[src/design/lbs_pkg.sv]
package lbs_pkg;

  // Configuration register indexes
  localparam int unsigned CFG_IDX_W = 1;
  localparam logic [CFG_IDX_W-1:0] CFG_LEAK_RATE    = 1'b0;
  localparam logic [CFG_IDX_W-1:0] CFG_BUCKET_LIMIT = 1'b1;

  localparam int unsigned LEAK_W  = 16;
  localparam int unsigned LIMIT_W = 20;
  localparam int unsigned ID_W    = 16;
  localparam int unsigned SIZE_W  = 16;

  localparam logic [LEAK_W-1:0]  LEAK_RATE_RST    = 16'd1000;
  localparam logic [LIMIT_W-1:0] BUCKET_LIMIT_RST = 20'd10000;

  localparam int unsigned DEF_QUEUE_DEPTH = 16;

  // Most results one tick may produce
  localparam int unsigned MAX_OUT   = 16;
  localparam int unsigned OUT_CNT_W = $clog2(MAX_OUT);

  localparam logic OP_ADD  = 1'b0;
  localparam logic OP_TICK = 1'b1;

  typedef enum logic [2:0] {
    EV_ACCEPT  = 3'd0,
    EV_REJECT  = 3'd1,
    EV_SENT    = 3'd2,
    EV_PARTIAL = 3'd3,
    EV_EMPTY   = 3'd4
  } event_t;

  typedef struct packed {
    logic [ID_W-1:0]   id;
    logic [SIZE_W-1:0] remaining;
  } entry_t;

endpackage

[src/design/lbs_queue_mem.sv]
module lbs_queue_mem
  import lbs_pkg::*;
#(
  parameter int unsigned QUEUE_DEPTH = DEF_QUEUE_DEPTH,
  parameter int unsigned PTR_W       = $clog2(QUEUE_DEPTH)
) (
  input  logic             clk,
  input  logic             wr_en,
  input  logic [PTR_W-1:0] wr_addr,
  input  entry_t           wr_data,
  input  logic             rd_en,
  input  logic [PTR_W-1:0] rd_addr,
  output entry_t           rd_data
);

  entry_t mem [QUEUE_DEPTH];
  entry_t rd_data_r;

  // Single write port, single registered read port
  always_ff @(posedge clk) begin
    if (wr_en) begin
      mem[wr_addr] <= wr_data;
    end
    if (rd_en) begin
      rd_data_r <= mem[rd_addr];
    end
  end

  assign rd_data = rd_data_r;

endmodule

[src/design/leaky_bucket_packet_shaper.sv]
// An add gives its single word in the cycle after acceptance; an empty tick likewise.
// A tick first reads the head, then gives one result word per cycle while the output is
// not stalled, paced by the one registered read port of the queue memory.
// One item is processed at a time; a new item is taken once the last word is registered and the output is free.
// Reset (rst_n low, synchronous) empties the queue, zeroes bytes held and restores
// leak_rate = 1000 and bucket_limit = 10000; queue storage itself is not cleared.
module leaky_bucket_packet_shaper
  import lbs_pkg::*;
#(
  parameter int unsigned QUEUE_DEPTH = DEF_QUEUE_DEPTH
) (
  input  logic                 clk,
  input  logic                 rst_n,

  input  logic                 in_valid,
  output logic                 in_ready,
  input  logic                 in_operation,
  input  logic [ID_W-1:0]      in_packet_id,
  input  logic [SIZE_W-1:0]    in_packet_size,

  output logic                 out_valid,
  input  logic                 out_ready,
  output logic [2:0]           out_event_res,
  output logic [ID_W-1:0]      out_result_id,
  output logic [SIZE_W-1:0]    out_remaining_size,
  output logic                 out_last,

  input  logic                 cfg_we,
  input  logic [CFG_IDX_W-1:0] cfg_index,
  input  logic [LIMIT_W-1:0]   cfg_wdata
);

  localparam int unsigned PTR_W = $clog2(QUEUE_DEPTH);
  localparam int unsigned CNT_W = $clog2(QUEUE_DEPTH + 1);

  typedef enum logic [0:0] {
    S_IDLE,
    S_DRAIN
  } state_t;

  // Control and bucket state
  state_t              state_r,        state_nxt;
  logic [PTR_W-1:0]    head_r,         head_nxt;
  logic [PTR_W-1:0]    tail_r,         tail_nxt;
  logic [CNT_W-1:0]    count_r,        count_nxt;
  logic [LIMIT_W-1:0]  bytes_r,        bytes_nxt;
  logic [LEAK_W-1:0]   budget_r,       budget_nxt;
  logic [OUT_CNT_W-1:0] nsent_r,       nsent_nxt;
  logic [LEAK_W-1:0]   leak_rate_r;
  logic [LIMIT_W-1:0]  bucket_limit_r;

  // Output register
  logic                out_valid_r,    out_valid_nxt;
  event_t              out_event_r,    out_event_nxt;
  logic [ID_W-1:0]     out_id_r,       out_id_nxt;
  logic [SIZE_W-1:0]   out_rem_r,      out_rem_nxt;
  logic                out_last_r,     out_last_nxt;

  // Queue memory port
  logic                mem_we;
  logic [PTR_W-1:0]    mem_waddr;
  entry_t              mem_wdata;
  logic                mem_re;
  logic [PTR_W-1:0]    mem_raddr;
  entry_t              head_entry;

  logic                out_free;
  logic                accept;
  logic [PTR_W-1:0]    head_inc;
  logic [PTR_W-1:0]    tail_inc;
  logic [LIMIT_W:0]    add_total;
  logic                queue_full;
  logic                last_pop;

  // The output register is free when empty or being drained this cycle
  assign out_free = !out_valid_r || out_ready;
  assign in_ready = (state_r == S_IDLE) && out_free;
  assign accept   = in_valid && in_ready;

  // Pointers wrap explicitly so any depth in range works
  assign head_inc   = (head_r == PTR_W'(QUEUE_DEPTH - 1)) ? '0 : head_r + 1'b1;
  assign tail_inc   = (tail_r == PTR_W'(QUEUE_DEPTH - 1)) ? '0 : tail_r + 1'b1;
  assign add_total  = {1'b0, bytes_r} + (LIMIT_W + 1)'(in_packet_size);
  assign queue_full = (count_r == CNT_W'(QUEUE_DEPTH));
  // Drain ends on the pop that empties the queue or fills the result cap
  assign last_pop   = (count_r == CNT_W'(1)) || (nsent_r == OUT_CNT_W'(MAX_OUT - 1));

  lbs_queue_mem #(
    .QUEUE_DEPTH (QUEUE_DEPTH),
    .PTR_W       (PTR_W)
  ) u_queue_mem (
    .clk     (clk),
    .wr_en   (mem_we),
    .wr_addr (mem_waddr),
    .wr_data (mem_wdata),
    .rd_en   (mem_re),
    .rd_addr (mem_raddr),
    .rd_data (head_entry)
  );

  // No forwarding is needed: an add writes the tail and a partial send writes
  // the head back, each at an earlier edge than any read of that entry.
  always_comb begin
    state_nxt     = state_r;
    head_nxt      = head_r;
    tail_nxt      = tail_r;
    count_nxt     = count_r;
    bytes_nxt     = bytes_r;
    budget_nxt    = budget_r;
    nsent_nxt     = nsent_r;
    out_valid_nxt = out_valid_r && !out_ready;
    out_event_nxt = out_event_r;
    out_id_nxt    = out_id_r;
    out_rem_nxt   = out_rem_r;
    out_last_nxt  = out_last_r;
    mem_we        = 1'b0;
    mem_waddr     = tail_r;
    mem_wdata     = '{id: in_packet_id, remaining: in_packet_size};
    mem_re        = 1'b0;
    mem_raddr     = head_r;

    case (state_r)
      S_IDLE: begin
        if (accept) begin
          out_valid_nxt = 1'b1;
          out_last_nxt  = 1'b1;
          out_rem_nxt   = '0;
          if (in_operation == OP_ADD) begin
            out_id_nxt = in_packet_id;
            if (queue_full || (add_total > {1'b0, bucket_limit_r})) begin
              out_event_nxt = EV_REJECT;
            end else begin
              // Append at the tail
              mem_we        = 1'b1;
              tail_nxt      = tail_inc;
              count_nxt     = count_r + 1'b1;
              bytes_nxt     = add_total[LIMIT_W-1:0];
              out_event_nxt = EV_ACCEPT;
            end
          end else if (count_r == '0) begin
            out_event_nxt = EV_EMPTY;
            out_id_nxt    = '0;
          end else begin
            // Fetch the head and load a fresh budget; results follow from the drain
            out_valid_nxt = 1'b0;
            mem_re        = 1'b1;
            budget_nxt    = leak_rate_r;
            nsent_nxt     = '0;
            state_nxt     = S_DRAIN;
          end
        end
      end

      S_DRAIN: begin
        if (out_free) begin
          out_valid_nxt = 1'b1;
          out_id_nxt    = head_entry.id;
          if (head_entry.remaining <= budget_r) begin
            // Whole packet fits: send it and pop
            budget_nxt    = budget_r - head_entry.remaining;
            bytes_nxt     = (bytes_r >= LIMIT_W'(head_entry.remaining))
                            ? bytes_r - LIMIT_W'(head_entry.remaining) : '0;
            out_event_nxt = EV_SENT;
            out_rem_nxt   = '0;
            out_last_nxt  = last_pop;
            head_nxt      = head_inc;
            count_nxt     = count_r - 1'b1;
            nsent_nxt     = nsent_r + 1'b1;
            if (last_pop) begin
              state_nxt = S_IDLE;
            end else begin
              // Prefetch the next head for the following cycle
              mem_re    = 1'b1;
              mem_raddr = head_inc;
            end
          end else begin
            // Budget runs out inside this packet: cut it down and write it back
            mem_we        = 1'b1;
            mem_waddr     = head_r;
            mem_wdata     = '{id: head_entry.id,
                              remaining: head_entry.remaining - budget_r};
            bytes_nxt     = (bytes_r >= LIMIT_W'(budget_r))
                            ? bytes_r - LIMIT_W'(budget_r) : '0;
            out_event_nxt = EV_PARTIAL;
            out_rem_nxt   = head_entry.remaining - budget_r;
            out_last_nxt  = 1'b1;
            state_nxt     = S_IDLE;
          end
        end
      end

      default: begin
        state_nxt = S_IDLE;
      end
    endcase
  end

  always_ff @(posedge clk) begin
    if (!rst_n) begin
      state_r        <= S_IDLE;
      head_r         <= '0;
      tail_r         <= '0;
      count_r        <= '0;
      bytes_r        <= '0;
      nsent_r        <= '0;
      out_valid_r    <= 1'b0;
      leak_rate_r    <= LEAK_RATE_RST;
      bucket_limit_r <= BUCKET_LIMIT_RST;
    end else begin
      state_r     <= state_nxt;
      head_r      <= head_nxt;
      tail_r      <= tail_nxt;
      count_r     <= count_nxt;
      bytes_r     <= bytes_nxt;
      nsent_r     <= nsent_nxt;
      out_valid_r <= out_valid_nxt;
      if (cfg_we) begin
        case (cfg_index)
          CFG_LEAK_RATE:    leak_rate_r    <= cfg_wdata[LEAK_W-1:0];
          CFG_BUCKET_LIMIT: bucket_limit_r <= cfg_wdata;
          default:          ;
        endcase
      end
    end
  end

  // Payload registers: no reset
  always_ff @(posedge clk) begin
    budget_r    <= budget_nxt;
    out_event_r <= out_event_nxt;
    out_id_r    <= out_id_nxt;
    out_rem_r   <= out_rem_nxt;
    out_last_r  <= out_last_nxt;
  end

  assign out_valid          = out_valid_r;
  assign out_event_res      = out_event_r;
  assign out_result_id      = out_id_r;
  assign out_remaining_size = out_rem_r;
  assign out_last           = out_last_r;

endmodule

[config.mk]
export PLATFORM = sky130hd
export DESIGN_NAME = leaky_bucket_packet_shaper
export DESIGN_NICKNAME = d
export VERILOG_FILES = /design/src/design/lbs_pkg.sv /design/src/design/lbs_queue_mem.sv /design/src/design/leaky_bucket_packet_shaper.sv
export SDC_FILE = /design/constraint.sdc
export NUM_CORES = 1
export LEC_CHECK = 0
export BUFFER_PORTS_ARGS = -buffer_cell sky130_fd_sc_hd__buf_2
export CELL_PAD_IN_SITES_DETAIL_PLACEMENT = 1
export CELL_PAD_IN_SITES_GLOBAL_PLACEMENT = 1
export CORE_UTILIZATION = 35
export CTS_BUF_LIST = sky130_fd_sc_hd__clkbuf_8
export DETAILED_ROUTE_END_ITERATION = 10
export HOLD_SLACK_MARGIN = 0.12
export PLACE_DENSITY = 0.67
export REMOVE_ABC_BUFFERS = 1
export SYNTH_ARGS = -nofsm -noshare
export SYNTH_HDL_FRONTEND = slang
export SYNTH_SLANG_ARGS = --single-unit
export TNS_END_PERCENT = 10
[constraint.sdc]
create_clock -name clk -period 6.2 [get_ports clk]
set_clock_uncertainty 0.15 [all_clocks]
set_input_delay 0.31 -clock clk [delete_from_list [all_inputs] [get_ports clk]]
set_output_delay 0.31 -clock clk [all_outputs]
set_load 0.1 [all_outputs]
==> run summary, run 1 <==
For this configuration, the core starts out at a cell density of between 30% and 40%. In this run the static leakage power is about 14 nW. The clock group share of total power is a little under a third. The area share of and/or/nand/nor cells after synthesis came out at between 10% and 20%. The standard cell core area came out at between 80000 and 90000 um2. The number of failing hold endpoints at the final stage was 0. The final critical-path share of the clock period came out at between 90% and 100%. The placement row count is 109.

Setup repair after global routing left no endpoint under its margin. Clock tree synthesis selected as its root buffer the cell sky130_fd_sc_hd__clkbuf_8. The worst setup path category is register to register. The number of pins with negative max-slew slack in the final report is 0.

The total of fill cells in the finished design came out at between 9000 and 10000. The number of antenna violations at the first check in global routing came out at 2. The total wirelength of the detailed-routed design came out at between 90000 and 100000 um. After global routing the overflow that remains totals 0.

Summing the areas of all compound-gate instances in the mapped netlist gives approximately a tenth of the synthesized area. The internal power contribution is roughly 8.4 mW. The time the final worst path needs with I/O delays and setup came out at about 5.7 ns.

Registers take about 19000 um2. The deepest clock path buffer count is 3. The signed area change from the synthesized netlist to the final layout is 17.3%. The global-route wire length before repair is between 100000 and 150000 um. The number of buffers created by CTS is about 110. The total power per unit cell area is between 300 and 400 nW/um2. The path class of the tightest hold or removal check is input pin to register. Across the run, the number of max-cap violations was 0. The total area of multi-input combinational cells came out at between 10000 and 15000 um2.

Synthesis inferred roughly 670 register bits. Yosys mapped a number of flops with a built-in enable equal to between 500 and 600. The origin of the critical flop-to-flop path is bytes_r[4]. The run finished with clean final reports. In this run the worst setup path terminates at u_queue_mem.mem[5][23].

The post-synthesis share of cell area spent on xor and xnor gates is under 10%. Before antenna repair, the detailed router went through 7 iterations. STA classifies the critical path startpoint as a register. The die span in y came out at between 300 and 400 um.

The number of H-tree levels is 3. The final weighted congestion in routability-driven placement came out at approximately 0.90. The endpoint identified for the worst register-to-register timing path is u_queue_mem.mem[5][23].

For this design, the sink count on the clock tree is approximately 670. By area, the combinational part of the netlist is dominated by simple AND/OR/NAND/NOR gates. The routed via count is roughly 23000.

The netlist area before placement came out at about 31000 um2. Of the total power, registers draw 42.6%. The category of the worst setup path capture point is a register. The data arrival time of the critical path came out at roughly 6.0 ns. The required time of the worst setup path is roughly 6.5 ns. The multiplexer fraction of the synthesized cell area came out at around 2.2%. The number of cells traversed by the worst register-to-register path came out at 21. The post-synthesis area per instance is 11.4 um2.

In this run the worst path has a maximum fanout of 28. The average wire length per cell after detail routing came out at roughly 23 um. The top-level I/O count came out at just under 100. The area of placed instances is roughly 34000 um2. The number of global-route vias before repair came out at about 24000. The first-iteration detailed-routing DRC count came out at about 1600. The synthesized-area fraction occupied by adder cells is 4.57%. In the final design database the tool counted 3134 nets.

For the worst-skew pair, the clock arrives at the later sink with an insertion delay of 0.75 ns. The pin count of the biggest net entering global routing came out at 67. Timing would allow up to ~170 MHz. The critical path starts at bytes_r[4]. After detailed routing, the number of vias per cell comes to roughly 5.3. Yosys printed 0 warnings. The fraction of synthesis flops using an asynchronous set or reset pin came out at 0%. The die covers approximately 90000 um2. Input and output buffers added on the ports amount to 96.

After clock tree synthesis, the clock-pin slew on the worst setup and hold paths is ~0.060 ns. The top flip-flop cell by instance count after synthesis is sky130_fd_sc_hd__edfxtp_1. The horizontal die dimension came out at ~300 um. The peak supply drop came out at around 0.23 mV. The power share of the combinational group is between 20% and 30%. The switching power summed over all nets is about 4.1 mW. Synthesis handed over a netlist of about 2700 instances. The switching power share of the total came out at 32.8%. Once detailed placement completed, the half-perimeter wirelength came to approximately 64000 um. The part of the Yosys area used for sequential elements is between 60 and 70%. The CTS tree is yes. The power consumption is about 12 mW. The overall fraction of global-route tracks in use is approximately 21%. The remaining max-slew budget at the tightest pin came out at a little under a fifth. The proportion of layout cells with a drive suffix above 1 came out at 14.1%. The transition at the pin with the smallest max-transition slack is ~1.2 ns. Synthesis instantiated 93 different standard cells from the library. The remaining design rule violation count came out at 0. The number of setup violations in the final report is 0.

The post-detailed-route count of antenna-violating nets came out at 0. The final instance area is 36600 um2. The flop-to-flop setup slack is between 0.4 and 0.5 ns.
==> sequential cells by signal, summed over array words and instances (netlist names) <==
register             flops
out_result_id           16
out_event_res            3
out_last                 1
bucket_limit_r          20
state_r                  1
out_valid                1
u_queue_mem.mem        512
u_queue_mem.rd_data     32
leak_rate_r             16
budget_r                16
tail_r                   4
count_r                  5
head_r                   4
bytes_r                 20
out_remaining_size      16
nsent_r                  4
==> critical path, cell delays in order, from the launching register on <==
cell,delay [ns]
sky130_fd_sc_hd__dfxtp_1,0.41
sky130_fd_sc_hd__ha_1,0.34
sky130_fd_sc_hd__a21oi_1,0.19
sky130_fd_sc_hd__o21ai_0,0.22
sky130_fd_sc_hd__o311a_1,0.42
sky130_fd_sc_hd__o41ai_1,0.40
sky130_fd_sc_hd__buf_4,0.19
sky130_fd_sc_hd__a21oi_1,0.07
sky130_fd_sc_hd__nand2_1,0.14
sky130_fd_sc_hd__xnor2_1,0.09
sky130_fd_sc_hd__ha_1,0.31
sky130_fd_sc_hd__nand4_1,0.12
sky130_fd_sc_hd__nor4_1,0.40
sky130_fd_sc_hd__a41oi_1,0.18
sky130_fd_sc_hd__o31ai_1,0.13
sky130_fd_sc_hd__o211a_1,0.32
sky130_fd_sc_hd__nor3b_4,0.23
sky130_fd_sc_hd__buf_4,0.24
sky130_fd_sc_hd__nand2_2,0.08
sky130_fd_sc_hd__o22a_1,0.33
sky130_fd_sc_hd__nor2_4,0.19
sky130_fd_sc_hd__buf_12,0.24
==> metrics by stage <==
stage	hold slack, ns	TNS, ns	setup slack (ns)	util (%)	std cells
after floorplan	0.232	-287.90	-9.03	-	2589
after global placement	0.297	0	0.415	37.9	3934
after detailed placement	0.304	0	0.270	37.9	3934
after CTS	0.130	0	0.364	41.4	4221
after global routing	0.132	0	0.00530	41.4	4222
final	0.131	0	0.462	41.4	4222
==> synthesized netlist by cell type, types with 10 or more instances <==
master,n,area [um2]
sky130_fd_sc_hd__o21bai_1,12,90.1
sky130_fd_sc_hd__ha_1,106,1330
sky130_fd_sc_hd__nor3_2,15,150
sky130_fd_sc_hd__a31oi_1,30,188
sky130_fd_sc_hd__nand4_1,32,200
sky130_fd_sc_hd__clkbuf_1,74,278
sky130_fd_sc_hd__dfxtp_1,75,1500
sky130_fd_sc_hd__nand2_1,663,2490
sky130_fd_sc_hd__mux2i_1,37,370
sky130_fd_sc_hd__a21oi_1,130,651
sky130_fd_sc_hd__buf_6,16,180
sky130_fd_sc_hd__o21a_1,10,75.1
sky130_fd_sc_hd__xnor2_1,51,447
sky130_fd_sc_hd__inv_1,79,297
sky130_fd_sc_hd__nor2_1,126,473
sky130_fd_sc_hd__mux2_2,27,304
sky130_fd_sc_hd__nand2b_1,11,68.8
sky130_fd_sc_hd__buf_2,44,220
sky130_fd_sc_hd__nor3_1,20,100
sky130_fd_sc_hd__xor2_1,25,219
sky130_fd_sc_hd__o221ai_1,20,175
sky130_fd_sc_hd__a21o_1,22,165
sky130_fd_sc_hd__edfxtp_1,596,17900
sky130_fd_sc_hd__nor2b_1,11,68.8
sky130_fd_sc_hd__o21ai_0,75,375
sky130_fd_sc_hd__o211ai_1,11,82.6
sky130_fd_sc_hd__a32oi_1,35,307
sky130_fd_sc_hd__a211oi_1,15,113
sky130_fd_sc_hd__nand3_1,218,1090
==> power by group through the flow <==
stage	registers (mW)	clock network (mW)	logic, mW
floorplan	5.65	0	2.00
global placement	5.41	0	3.08
detailed placement	5.42	0	3.14
CTS	5.33	4.06	3.21
global route	5.35	4.22	3.50
finish	5.33	3.96	3.20
==> worst min-delay path by stage <==
| stage | depth (start not counted) | from | slack (ns) | end |
|---|---|---|---|---|
| after floorplan | 1 | rst_n | 0.23 | leak_rate_r[3] |
| after global placement | 2 | bucket_limit_r[2] | 0.30 | bucket_limit_r[2] |
| after detailed placement | 2 | bucket_limit_r[12] | 0.30 | bucket_limit_r[12] |
| after CTS | 2 | in_operation | 0.13 | out_result_id[14] |
| after global routing | 2 | in_operation | 0.13 | out_result_id[14] |
| final | 2 | in_operation | 0.13 | out_result_id[0] |
==> per-layer routing <==
metal	part of all wire [%]	vias up	global-route usage, %	wire length [um]
met1	43	11400	26.9	42000
li1	-	10400	-	-
met3	4.1	168	2.94	4010
met5	0.019	-	0	19
met2	50	559	37.8	48800
met4	2.9	2	7.20	2790
==> repair_timing <==
item / 4_1_cts / 5_1_grt
resized for setup: 0 / 2
buffers inserted: 0 / 0
endpoints found under the hold margin: 574 / 0
hold buffers: 82 / 0
endpoints found under the setup margin: 0 / 100
==> area by class of cell <==
class / instances / area share, %
timing repair buffer: 262 / 6.07
multi-input combinational: 1837 / 30.0
inverter: 81 / 0.831
tap: 1165 / 3.98
antenna: 1 / 0.00684
sequential: 671 / 53.0
clock buffer: 117 / 4.40
clock inverter: 88 / 1.69
==> placed cells by master, fill, tap and decap left out, types with 10 or more instances in the layout <==
master / n
sky130_fd_sc_hd__a211oi_1: 15
sky130_fd_sc_hd__a21o_1: 22
sky130_fd_sc_hd__a21oi_1: 129
sky130_fd_sc_hd__a31oi_1: 30
sky130_fd_sc_hd__a32oi_1: 34
sky130_fd_sc_hd__buf_12: 23
sky130_fd_sc_hd__buf_2: 96
sky130_fd_sc_hd__buf_4: 61
sky130_fd_sc_hd__clkbuf_8: 117
sky130_fd_sc_hd__clkinv_1: 23
sky130_fd_sc_hd__clkinv_2: 19
sky130_fd_sc_hd__dfxtp_1: 74
sky130_fd_sc_hd__dlygate4sd3_1: 82
sky130_fd_sc_hd__edfxtp_1: 596
sky130_fd_sc_hd__ha_1: 106
sky130_fd_sc_hd__inv_1: 111
sky130_fd_sc_hd__mux2_2: 27
sky130_fd_sc_hd__mux2i_1: 35
sky130_fd_sc_hd__nand2_1: 662
sky130_fd_sc_hd__nand2b_1: 11
sky130_fd_sc_hd__nand3_1: 216
sky130_fd_sc_hd__nand4_1: 32
sky130_fd_sc_hd__nor2_1: 105
sky130_fd_sc_hd__nor2_4: 20
sky130_fd_sc_hd__nor2b_1: 11
sky130_fd_sc_hd__nor3_1: 20
sky130_fd_sc_hd__nor3_2: 15
sky130_fd_sc_hd__o211ai_1: 11
sky130_fd_sc_hd__o21a_1: 10
sky130_fd_sc_hd__o21ai_0: 75
sky130_fd_sc_hd__o21bai_1: 12
sky130_fd_sc_hd__o221ai_1: 20
sky130_fd_sc_hd__xnor2_1: 51
sky130_fd_sc_hd__xor2_1: 25
==> logic make-up after synthesis <==
group,Yosys count
adders and majority gates,111
xor gates and xnor gates,76
AOI/OAI and AO/OA,442
and+or+nand+nor,1142
DFF,671
muxes,66
buffers and inverters,225
(Power assumes the default switching activity.)
==> inputs of run 2 (changes only) <==
--- a/config.mk
+++ b/config.mk
@@ -9,11 +9,11 @@
 export CELL_PAD_IN_SITES_DETAIL_PLACEMENT = 1
 export CELL_PAD_IN_SITES_GLOBAL_PLACEMENT = 1
 export CORE_UTILIZATION = 35
-export CTS_BUF_LIST = sky130_fd_sc_hd__clkbuf_8
 export DETAILED_ROUTE_END_ITERATION = 10
 export HOLD_SLACK_MARGIN = 0.12
 export PLACE_DENSITY = 0.67
 export REMOVE_ABC_BUFFERS = 1
+export SKIP_CTS_REPAIR_TIMING = 1
 export SYNTH_ARGS = -nofsm -noshare
 export SYNTH_HDL_FRONTEND = slang
 export SYNTH_SLANG_ARGS = --single-unit
==> run 2 against run 1 <==
Net effect:
- core utilization down 0.16 points
- maximum frequency up 0.56%
- critical endpoint unchanged
- power up 3.3%
- sequential power about the same
- global-route usage down 0.24 points
- final cell count down 2.5%
- largest cell class unchanged
- via count down 1.4%
- first-iteration DRC count up 4.3%
- combinational power about the same
- flip-flop and latch count unchanged
==> run summary, run 2 (synthesized netlist as in run 1, its figures left out) <==
The total of fill cells in the finished design came to 9472 (-0.81%). The remaining design rule violation count came out at 0 (unchanged). The post-detailed-route count of antenna-violating nets is 0 (unchanged).

The count of input and output buffers came to 96 (unchanged). The number of violations of the max-capacitance limit came out at 0 (unchanged). The number of pins with negative max-slew slack in the final report is 0 (unchanged).

The non-filler instance count after layout came to 4118 (-2.5%). The total inserted antenna cells is 0 (-1). The die area came out at 90300 um2 (unchanged). The placement row count is 109 (unchanged). The number of buffers created by CTS is 73 (-34%). The number of antenna violations at the first check in global routing is 0 (-2). The final instance area came out at 36500 um2 (-0.39%).

The number of failing hold endpoints at the final stage came out at 0 (unchanged). The flop-to-flop setup slack came out at 0.49 ns (+0.03 ns). The die span in y came out at 301 um (unchanged). The flow ran to the end, and the final reports show no timing, DRC or antenna violations.

The overall fraction of global-route tracks in use came out at 21.2% (-0.24 points). The nature of the critical path startpoint is a register. The cell chosen for the clock root is sky130_fd_sc_hd__clkbuf_16. The time the final worst path needs with I/O delays and setup is 5.71 ns (-0.0318 ns).

The instance count after placement with tap cells included is 3934 (unchanged). The proportion of layout cells with a drive suffix above 1 is 13.1% (-0.97 points). The peak supply drop is 0.295 mV (+26%). TritonCTS built the clock tree. The critical path in this run is classified as register to register. The clock latency of the later-clocked register in the worst-skew pair is 0.63 ns (-0.12 ns). The number of nets in the final layout is 3065 (-2.2%).

The routed via count was 22200 (-1.4%). The final weighted congestion in routability-driven placement came out at 0.902 (unchanged). The deepest clock path buffer count was 3 (unchanged). The area of placed instances is 33500 um2 (unchanged). The placed wire-length estimate after detailed placement is 63800 um (unchanged). The min-delay analysis places its worst path in the category input pin to register.

The worst stage delay on the critical path is 0.42 ns (about the same). The top routing layer in use is met4. The effective utilization at floorplan came out at 35.3% (unchanged). Setup repair after global routing left no endpoint under its margin. The required time of the worst setup path came to 6.37 ns (-0.12 ns). The average wire length per cell after detail routing came to 23.6 um (+2.1%). The static leakage came out at 13.4 nW (-1.8%). The power consumption is 12.9 mW (+3.3%). The worst-case setup margin in the final layout came out at 0.494 ns (+0.0318 ns). The amount of wire on met2 after detailed routing was 49100 um (+0.64%).

Compared with the post-synthesis result, the final layout area differs by 16.9%. The pre-CTS setup slack was 0.270 ns (unchanged). Broken down by cell family, the worst path's largest delay share belongs to compound AO/OA/AOI/OAI gates. The worst hold-check slack is 0.158 ns (+0.0267 ns). The total power per unit cell area is 354 nW/um2 (+3.7%). The number of H-tree levels is 3 (unchanged). The final core area utilization is 41.2% (-0.16 points). The summed negative setup slack over all endpoints is 0 ns (unchanged). The flip-flop count of the largest register, all copies and words added is 512 (unchanged). The number of global-route vias before repair came to 23500 (-2.8%). The peak clock frequency supported by timing came out at 175 MHz (+0.56%). The most frequent standard cell in the layout excluding fill and tap cells is sky130_fd_sc_hd__nand2_1. The top-level I/O count is 97 (unchanged). The largest fanout on the critical path is 28 (unchanged). The wire length on met3 was 3920 um (-2.4%). The first-iteration detailed-routing DRC count is 1660 (+4.3%).

The remaining max-slew budget at the tightest pin came to 17.7% (-0.41 points). The library cells used most frequently in the layout, excluding fill and tap cells, are sky130_fd_sc_hd__nand2_1 (662), sky130_fd_sc_hd__edfxtp_1 (596), sky130_fd_sc_hd__nand3_1 (216), sky130_fd_sc_hd__a21oi_1 (129), sky130_fd_sc_hd__ha_1 (106). The buffers plus inverters on the worst setup path is 3 (unchanged). The mean number of vias per cell came out at 5.40 (+1.1%). The clock sink count came out at 671 (unchanged). The standard cell core area was 88400 um2 (unchanged). The number of detailed-routing iterations run before antenna repair is 5 (-2). The worst setup path is captured at a register.

The pin count of the biggest net entering global routing is 67 (unchanged). The global-route wire length before repair came to 144000 um (-1.2%). For this design, the slowest cell found on the critical path is sky130_fd_sc_hd__o311a_1. The largest register by flop count is u_queue_mem.mem. The critical path goes through ha_1, a21oi_1, o21ai_0, o311a_1, o41ai_1, buf_4, a21oi_1, nand2_1, xnor2_1, ha_1, nand4_1, nor4_1, a41oi_1, o31ai_1, o211a_1, nor3b_4, buf_4, nand2_2, o22a_1, nor2_4, buf_12. The transition at the pin with the smallest max-transition slack came out at 1.23 ns (+0.00334 ns). The horizontal die dimension is 301 um (unchanged).

The data arrival time of the critical path came out at 5.87 ns (-0.16 ns). The wire length on met1 was 41800 um (-0.40%). The number of setup violations in the final report is 0 (unchanged).

The clock-pin slew of the registers on the worst-case setup and hold paths is 0.06 ns (about the same). The total congestion overflow came out at 0 (unchanged). The final critical-path share of the clock period is 92.0% (-0.51 points). The total wirelength of the detailed-routed design is 97200 um (-0.38%).
-- run 2: final cells by class --
class | count | area [um2] | share of cell area [%]
Timing Repair Buffer | 231 | 1910 | 5.24
Clock inverter | 44 | 449 | 1.23
Sequential cell | 671 | 19400 | 53.2
Inverter | 81 | 304 | 0.834
Multi-Input combinational cell | 1837 | 11000 | 30.1
Tap cell | 1165 | 1460 | 4.00
Clock buffer | 89 | 1950 | 5.35
-- run 2: final timing paths --
kind	start	end	depth (start not counted)
max	bytes_r[4]	u_queue_mem.mem[5][23]	21
min	in_packet_size[0]	u_queue_mem.mem[5][0]	4
max reg2reg	bytes_r[4]	u_queue_mem.mem[5][23]	21
min reg2reg	bucket_limit_r[12]	bucket_limit_r[12]	2
-- run 2: worst reg2reg max path: cells and delay by family (launching register included) --
| family | cells | cell delay, ns |
|---|---|---|
| DFF | 1 | 0.40 |
| adders and majority gates | 2 | 0.64 |
| xor gates and xnor gates | 1 | 0.09 |
| and+or+nand+nor | 6 | 1.16 |
| buffers and inverters | 3 | 0.68 |
| AOI/OAI and AO/OA | 9 | 2.26 |
-- run 2: report_power, final --
group | internal (mW) | leakage [nW] | total (mW) | switching [mW]
logic | 1.08 | 6.23 | 3.18 | 2.09
clock network | 2.55 | 1.16 | 4.40 | 1.85
registers | 5.19 | 6.01 | 5.32 | 0.130
total | 8.82 | 13.4 | 12.9 | 4.07
-- run 2: per-layer routing --
metal	GRT usage, %	up-vias
met5	0	-
met4	6.03	0
met3	2.70	139
met2	38.0	519
met1	26.7	11300
li1	-	10300
